$ cat src/rtl/qml_fifo.sv
module qml_fifo #(
    parameter type t_entry = logic,
    parameter int  DEPTH   = 4
) (
    input  logic                       i_clk,
    input  logic                       i_rst_n,
    input  logic                       i_push,
    input  t_entry                     i_data,
    input  logic                       i_pop,
    output t_entry                     o_data,
    output logic [$clog2(DEPTH+1)-1:0] o_count
);

    localparam int AW = $clog2(DEPTH);
    localparam int CW = $clog2(DEPTH + 1);

    t_entry          r_mem [DEPTH];
    logic [AW-1:0]   r_wr;
    logic [AW-1:0]   r_rd;
    logic [CW-1:0]   r_cnt;
    logic [AW-1:0]   n_wr;
    logic [AW-1:0]   n_rd;
    logic [CW-1:0]   n_cnt;

    // callers never push when full or pop when empty
    always_comb begin
        n_wr = r_wr;
        n_rd = r_rd;
        if (i_push) begin
            n_wr = (r_wr == AW'(DEPTH - 1)) ? '0 : r_wr + AW'(1);
        end
        if (i_pop) begin
            n_rd = (r_rd == AW'(DEPTH - 1)) ? '0 : r_rd + AW'(1);
        end
        case ({i_push, i_pop})
            2'b10:   n_cnt = r_cnt + CW'(1);
            2'b01:   n_cnt = r_cnt - CW'(1);
            default: n_cnt = r_cnt;
        endcase
    end

    always_ff @(posedge i_clk) begin
        if (!i_rst_n) begin
            r_wr  <= '0;
            r_rd  <= '0;
            r_cnt <= '0;
        end else begin
            r_wr  <= n_wr;
            r_rd  <= n_rd;
            r_cnt <= n_cnt;
        end
    end

    always_ff @(posedge i_clk) begin
        if (i_push) begin
            r_mem[r_wr] <= i_data;
        end
    end

    assign o_data  = r_mem[r_rd];
    assign o_count = r_cnt;

endmodule

$ cat config.mk
export PLATFORM = sky130hd
export DESIGN_NAME = qml_fifo
export DESIGN_NICKNAME = d
export VERILOG_FILES = /design/src/rtl/qml_fifo.sv
export SDC_FILE = /design/constraint.sdc
export NUM_CORES = 1
export LEC_CHECK = 0
export ABC_AREA = 1
export BUFFER_PORTS_ARGS = -buffer_cell sky130_fd_sc_hd__buf_2
export CAP_MARGIN = 10
export CORE_MARGIN = 10
export CORE_UTILIZATION = 30
export DETAILED_ROUTE_END_ITERATION = 16
export GPL_TIMING_DRIVEN = 0
export PLACE_DENSITY = 0.57
export SLEW_MARGIN = 20
export SYNTH_ARGS = -nofsm -noshare
export SYNTH_HDL_FRONTEND = slang
export SYNTH_SLANG_ARGS = --single-unit
$ cat constraint.sdc
create_clock -name i_clk -period 1.2 [get_ports i_clk]
set_clock_uncertainty 0.05 [all_clocks]
set_input_delay 0.12 -clock i_clk [delete_from_list [all_inputs] [get_ports i_clk]]
set_output_delay 0.12 -clock i_clk [all_outputs]
set_load 0.05 [all_outputs]
==> impl_metrics.toml, run 1 <==
[clock_network]
numCtsBuffers = 3
clockRootBuffer = "clkbuf_4"
cts.reportedPaths.clkPinSlew_ps = 80
cts_sinks = 13
clkLatencyLatePin_ps = 270
cts_max_path_buffers = 2
cts_tree = "done"
cts_max_level = 1

[run_status]
violations = "setup timing"
outcome = "finished, violations left"

[flow_run]
drv_cap = 0

[pwr]
p_switching_uw = 318.0
p_leak_nw = 0.3619
p_int_uw = 711.8
switching_share = 0.3088
power_frac_comb = 0.236
p_seq_frac = 0.511
finalPower_mw = 1.030
pwr_density_cell_mw_per_mm2 = 1376
ir_worst_vdd_mv = 0.7673
p_clk_frac = 0.253

[timing]
hold_violations = 0
worst_slack_ps = -92.40
max_freq_mhz = 773.8
finalMaxSlewViolations = 0
fin_crit_sh = 1.077
finalCriticalPeriod_ps = 1292
hold-worst-slack_ps = 61.04
rsz0062_at_grt = "true"
setup_violations = 1
tightest_slew_ps = 254.7
max-slew-margin-rel = 0.8313

[finish]
layout-drive-gt1-share = 0.2840
postLayoutCellArea_um2 = 748.2
area_growth_pct = 23.81
final.fill_count = 218
layout_common_cells = "inv_1 (12), nor2_1 (12), nand2_1 (9)"
fin_cells = 108
antenna_cells = 0
post-route-util = 0.3853
fin_nets = 94

[synth]
yosys.area.top_type = "dfxtp_1"
synth_fp_nets = 80
synth.cell_area_um2 = 604.3
netlist.area_leader.share = 0.2981
syn_inst = 68
ys_seq_area_frac = 0.4969
yosys-top-cells-area = "dfxtp_1 (30%), edfxtp_1 (20%), ha_1 (12%)"
ys_types = 13
yosysWarnings = 0
syn_avg_cell_area_um2 = 8.887
synth_seq_cells = 13

[placement]
place.gp.congestion = 0.6561
port_buffers = 8
dpl_cell_area_um2 = 691.9
dp_cells = 103
dp_hpwl_um = 779.8

[routing]
antenna_left = 0
viasPerCell = 3.917
drtPass1Iterations = 2
num_vias = 423
detail_route.wl_per_cell_um = 8.981
wl_um = 970
dr.first_iter.drc_count = 8
drc = 0

[global_routing]
antenna_found_initial = 0
grt_max_degree = 8
grt_pass1_wl_um = 1711
grt_pass1_vias = 432
grt.total_usage = 0.05223
grt-ovfl-total = 0

[min_path]
hp-class = "in2reg"
min_from = "i_rst_n"

[floorplan]
core_area_mm2 = 0.001942
ioPinCount = 9
dieArea_mm2 = 0.004209
fp.dieH_um = 64.88
rows = 16
start_util = 0.3112
die_w_um = 64.88

[critical_path]
startpoint = "r_mem[1]$_DFFE_PP_"
start_kind = "flop"
crit_path_max_fanout = 1
worstSetupPathType = "reg2out"
rr_startpoint = "o_count[1]$_SDFFE_PN0P_"
end_kind = "output pin"
critPathRequiredTime_ps = 1030
cp_data_arrival_time_ps = 1120
## metal layers
layer / wire (um) / share of wire / GRT usage
met3: 87 / 0.090 / 0.04124
met5: 0 / 0 / 0
met1: 411 / 0.42 / 0.04980
met4: 0 / 0 / 0.01604
met2: 472 / 0.49 / 0.08498
## metrics by stage
stage                     setup WS (ps)  TNS [ps]
after floorplan                  -27.56    -27.56
after global placement           -230.2    -439.4
after detailed placement         -236.3    -443.1
after CTS                        -107.6    -107.6
after global routing             -160.4    -270.2
final                            -92.40    -92.40
## cells in the mapped netlist
| cell type | count |
|---|---|
| a21oi_1 | 2 |
| dfxtp_1 | 9 |
| edfxtp_1 | 4 |
| fa_1 | 1 |
| ha_1 | 6 |
| inv_1 | 13 |
| nand2_1 | 10 |
| nand4_1 | 1 |
| nor2_1 | 13 |
| nor3_2 | 1 |
| o21ai_0 | 6 |
| xnor2_1 | 1 |
| xor2_1 | 1 |
## power by group through the flow
stage,registers (mW),logic [mW],clock network [mW]
global placement,0.533,0.220,0
finish,0.526,0.243,0.261
floorplan,0.580,0.123,0
CTS,0.526,0.238,0.283
detailed placement,0.534,0.224,0
global route,0.531,0.276,0.304
## worst max-delay path, stage by stage, from the launching register on
cell	delay (ps)
edfxtp_1	390
nor2_2	100
nor2_1	50
o21ai_1	90
o21ai_2	80
buf_6	150
## logic make-up (layout without fill, tap and decap cells)
logic type / after synthesis / count (layout) / synth area share
and+or+nand+nor: 25 / 25 / 0.1698
DFF: 13 / 13 / 0.4969
buffers and inverters: 13 / 26 / 0.08075
AOI/OAI and AO/OA: 8 / 8 / 0.06626
adders and majority gates: 7 / 7 / 0.1573
xor gates and xnor gates: 2 / 2 / 0.02899
## layout make-up
class | instances | area [um^2] | area share
flip-flops and latches | 13 | 310.3 | 0.4147
multi-input cells | 42 | 272.8 | 0.3645
repair buffers | 9 | 56.30 | 0.07525
inverters | 13 | 48.80 | 0.06522
well taps | 27 | 33.78 | 0.04515
clock buffers | 4 | 26.28 | 0.03512
## worst paths after layout
| path | to | depth (start not counted) | slack [ps] |
|---|---|---|---|
| max | o_data | 5 | -90 |
| min | o_count[1]$_SDFFE_PN0P_ | 3 | 60 |
| max reg2reg | o_count[2]$_SDFFE_PN0P_ | 6 | 20 |
| min reg2reg | o_count[2]$_SDFFE_PN0P_ | 2 | 450 |
## repair_timing
item,in CTS,in global routing
endpoints found under the hold margin,1,0
endpoints found under the setup margin,2,4
gates cloned,0,0
pin swaps,1,1
setup buffers,0,0
resized for setup,6,5
hold buffers,1,0
No activity file was read; power rests on OpenSTA's default activity.
==> run 2, diff against run 1 <==
--- a/config.mk
+++ b/config.mk
@@ -13,6 +13,7 @@
 export DETAILED_ROUTE_END_ITERATION = 16
 export GPL_TIMING_DRIVEN = 0
 export PLACE_DENSITY = 0.57
+export SKIP_LAST_GASP = 1
 export SLEW_MARGIN = 20
 export SYNTH_ARGS = -nofsm -noshare
 export SYNTH_HDL_FRONTEND = slang
==> impl_metrics.toml, run 2 (same netlist as run 1, synthesis figures left out) <==
[run_status]
outcome = "finished, violations left"
violations = "setup timing"

[global_routing]
gr-usage-met1 = 0.04980
antenna_found_initial = 0
grt_pass1_wl_um = 1711
gr-max-usage-layer = "met2"
grt_max_degree = 8
grt.total_usage = 0.05223
grt_pass1_vias = 432
met2_usage = 0.08498
grt-ovfl-total = 0
met3_usage = 0.04124

[finish]
postLayoutCellArea_um2 = 744.5
layout-drive-gt1-share = 0.2593
final.fill_count = 218
fin_cells = 108
antenna_cells = 0
final_common_cell = "inv_1"
area_growth_pct = 23.19
layout_common_cells = "inv_1 (13), nor2_1 (12), nand2_1 (9)"
post-route-util = 0.3834
fin_nets = 94

[critical_path]
crit_path_max_fanout = 1
startpoint = "r_mem[1]$_DFFE_PP_"
crit_end = "o_data"
rr_startpoint = "o_count[1]$_SDFFE_PN0P_"
path_depth = 5
end_kind = "output pin"
start_kind = "flop"
crit_slowest_cell = "edfxtp_1"
crit_path_cell_trace = "nor2_2 > nor2_1 > o21ai_1 > o21ai_2 > buf_6"
reg2regPathDepth = 6
reg2reg_setup_slack_ps = 20
worstSetupPathType = "reg2out"
cp_data_arrival_time_ps = 1150
cp_num_buf_inv = 1
r2r_end = "o_count[2]$_SDFFE_PN0P_"
path_delay_family = "flip-flops"
critPathMaxStageDelay_ps = 390
critPathRequiredTime_ps = 1030

[timing]
tightest_slew_ps = 254.2
finalMaxSlewViolations = 0
hold_violations = 0
worst_slack_ps = -116.8
setup_violations = 1
fin_crit_sh = 1.097
max-slew-margin-rel = 0.8317
rsz0062_at_grt = "true"
finalCriticalPeriod_ps = 1317
max_freq_mhz = 759.4

[floorplan]
fp.dieH_um = 64.88
rows = 16
ioPinCount = 9
dieArea_mm2 = 0.004209
start_util = 0.3112
die_w_um = 64.88
core_area_mm2 = 0.001942

[routing]
dr.first_iter.drc_count = 4
drc = 0
num_vias = 433
detail_route.wl_per_cell_um = 8.944
viasPerCell = 4.009
drtPass1Iterations = 2
wl_um = 966
antenna_left = 0

[clock_network]
numCtsBuffers = 3
cts_sinks = 13
clkLatencyLatePin_ps = 270
cts_max_level = 1
clockRootBuffer = "clkbuf_4"
cts.reportedPaths.clkPinSlew_ps = 80
cts_tree = "done"
cts_max_path_buffers = 2

[placement]
dp_hpwl_um = 779.8
dpl_cell_area_um2 = 691.9
place.gp.congestion = 0.6561
dpl_worst_slack_ps = -236.3
port_buffers = 8
dp_cells = 103

[pwr]
pwr_density_cell_mw_per_mm2 = 1374
p_leak_nw = 0.3616
ir_worst_vdd_mv = 0.7690

[min_path]
hp-class = "in2reg"

[flow_run]
drv_cap = 0
[run 2: changes by cell type in the layout (fill, tap and decap cells not counted)]
cell / change
o21ai_2: -1
inv_2: -1
o21ai_1: +1
inv_1: +1
[run 2: final cells by class]
| class | count | area [um^2] | share of cell area |
|---|---|---|---|
| timing repair buffer | 9 | 56.30 | 0.07563 |
| multi-input combinational | 42 | 269.0 | 0.3613 |
| clock buffer | 4 | 26.28 | 0.03529 |
| inverter | 13 | 48.80 | 0.06555 |
| sequential | 13 | 310.3 | 0.4168 |
| tap | 27 | 33.78 | 0.04538 |
[run 2: how the worst min path moves through the flow]
stage	startpoint	endpoint	slack, ps	cells after the start
3_5_place_dp	i_data	r_mem[1]$_DFFE_PP_	290	1
5_1_grt	i_rst_n	o_count[2]$_SDFFE_PN0P_	80	3
3_3_place_gp	i_data	r_mem[1]$_DFFE_PP_	290	1
6_report	i_rst_n	o_count[2]$_SDFFE_PN0P_	70	3
2_1_floorplan	i_data	r_mem[0]$_DFFE_PP_	170	0
4_1_cts	i_rst_n	o_count[2]$_SDFFE_PN0P_	50	3
[run 2: worst register-to-register path, cell delays in order (launching register included)]
cell and delay (ps):
dfxtp_4 360, fa_2 400, nand2_2 80, nand2_1 50, nor2_1 80, nor2_1 40, nor2_1 70
[run 2: stage by stage]
step                power (mW)  hold slack, ps  TNS, ps
global placement        0.7535           292.5   -439.4
detailed placement      0.7575           289.3   -443.1
CTS                      1.047           47.96   -113.9
floorplan               0.7030           168.9   -27.56
finish                   1.023           66.67   -116.8
global route             1.105           77.97   -286.4
[run 2: routing by layer]
metal,part of all wire,wire length [um]
met5,0,0
met4,0,0
met3,0.090,87
met2,0.49,476
met1,0.42,402
[run 2: report_power, final]
group          internal, mW  total (mW)  leakage [nW]  switching, mW
registers             0.497       0.525         0.113         0.0286
clock network         0.129       0.261        0.0150          0.132
logic                0.0829       0.237         0.233          0.154
[run 2: timing repair]
action                                 in CTS  in global routing
pin swaps                                   1                  2
endpoints found under the hold margin       1                  0
setup endpoints to repair                   2                  4
cloned                                      0                  0
hold buffers                                1                  0
setup buffers                               0                  0
gates resized for setup                     5                  4
==> run 3, diff against run 2 <==
--- a/config.mk
+++ b/config.mk
@@ -11,7 +11,7 @@
 export CORE_MARGIN = 10
 export CORE_UTILIZATION = 30
 export DETAILED_ROUTE_END_ITERATION = 16
-export GPL_TIMING_DRIVEN = 0
+export GPL_TIMING_DRIVEN = 1
 export PLACE_DENSITY = 0.57
 export SKIP_LAST_GASP = 1
 export SLEW_MARGIN = 20
==> impl_metrics.toml, run 3 (same netlist as run 1, synthesis figures left out) <==
[run_status]
outcome = "finished, violations left"
violations = "setup timing"

[global_routing]
grt_pass1_wl_um = 1842
grt_max_degree = 8
antenna_found_initial = 0
grt_pass1_vias = 472
grt-ovfl-total = 0
grt.total_usage = 0.05532

[critical_path]
cp_data_arrival_time_ps = 1130
crit_path_cell_trace = "inv_2 > nor2_1 > nor2_1 > o21ai_1 > o21ai_2 > buf_6"
critPathRequiredTime_ps = 1030
crit_slowest_cell = "dfxtp_2"
worstSetupPathType = "reg2out"
start_kind = "flop"
crit_path_max_fanout = 3
cpMostUsedCell = "nor2_1"
end_kind = "output pin"
critPathMaxStageDelay_ps = 350

[finish]
layout-drive-gt1-share = 0.2771
antenna_cells = 0
layout_common_cells = "nor2_1 (13), inv_1 (12), nand2_1 (9)"
postLayoutCellArea_um2 = 752.0
fin_cells = 110
fin_nets = 96
post-route-util = 0.3872
final_common_cell = "nor2_1"
area_growth_pct = 24.43

[clock_network]
clkLatencyLatePin_ps = 270
cts.reportedPaths.clkPinSlew_ps = 80
clockRootBuffer = "clkbuf_4"
cts_sinks = 13
cts_tree = "done"
cts_max_level = 1
hold_buffers = 0
numCtsBuffers = 3
cts_setup_buffers = 0
cts_max_path_buffers = 2

[timing]
worst_slack_ps = -96.20
finalCriticalPeriod_ps = 1296
setup_violations = 1
rsz0062_at_grt = "true"
max_freq_mhz = 771.5
hold_violations = 0
fin_crit_sh = 1.080
hold-worst-slack_ps = 18.29
finalMaxSlewViolations = 0
max-slew-margin-rel = 0.8276
tightest_slew_ps = 260.4

[floorplan]
rows = 16
die_w_um = 64.88
ioPinCount = 9
core_area_mm2 = 0.001942
dieArea_mm2 = 0.004209
fp.dieH_um = 64.88
start_util = 0.3112

[placement]
dpl_cell_area_um2 = 714.4
dp_hpwl_um = 851.5
place.gp.congestion = 0.6794
port_buffers = 8
dp_cells = 106

[routing]
detail_route.wl_per_cell_um = 9.955
antenna_left = 0
dr.first_iter.drc_count = 13
viasPerCell = 4.082
wl_um = 1095
drtPass1Iterations = 2
num_vias = 449
drc = 0

[pwr]
pwr_density_cell_mw_per_mm2 = 1382
finalPower_mw = 1.039
ir_worst_vdd_mv = 0.7550
p_leak_nw = 0.3733

[flow_run]
drv_cap = 0

[min_path]
hp-class = "in2reg"
==> run 3: through the flow <==
| step | TNS [ps] | worst slack (ps) |
|---|---|---|
| 4_1_cts | -96.13 | -96.13 |
| 5_1_grt | -218.4 | -138.3 |
| 6_report | -96.20 | -96.20 |
| 3_3_place_gp | -249.0 | -131.4 |
| 2_1_floorplan | -27.56 | -27.56 |
| 3_5_place_dp | -291.6 | -166.0 |
==> run 3: cell type report <==
| type | count | area (um^2) |
|---|---|---|
| Multi-Input combinational cell | 42 | 264.0 |
| Clock buffer | 4 | 26.28 |
| Sequential cell | 13 | 310.3 |
| Fill cell | 214 | 1190 |
| Inverter | 13 | 48.80 |
| Timing Repair Buffer | 11 | 68.82 |
| Tap cell | 27 | 33.78 |
==> run 3: report_power, final <==
part           leakage, nW  internal, mW  switching, mW  total (mW)
combinational        0.245        0.0858          0.157       0.242
clock               0.0150         0.129          0.142       0.270
sequential           0.113         0.497         0.0295       0.526
==> run 3: worst max-delay path, delay by kind of cell, from the launching register on <==
kind / cells / cell delay (ps)
compound gates: 2 / 170
buf+inv: 2 / 190
flops: 1 / 350
simple gates: 2 / 150
==> run 3: final timing paths <==
| path | startpoint | endpoint | slack (ps) | cells after the start |
|---|---|---|---|---|
| max | flop | o_data | -100 | 6 |
| min | i_data | r_mem[2]$_DFFE_PP_ | 20 | 1 |
| max reg2reg | o_count[1]$_SDFFE_PN0P_ | o_count[2]$_SDFFE_PN0P_ | 10 | 6 |
| min reg2reg | o_count[2]$_SDFFE_PN0P_ | o_count[2]$_SDFFE_PN0P_ | 450 | 2 |
==> run 3: routing by layer <==
metal,vias up,track usage,part of all wire
met2,7,0.09483,0.50
li1,238,-,-
met5,-,0,0
met3,0,0.02577,0.062
met1,204,0.05361,0.43
met4,0,0.03209,0
==> run 3: timing repair <==
action                     CTS  global route
pin swaps                    2             0
setup endpoints to repair    2             3
gates resized for setup      6             1
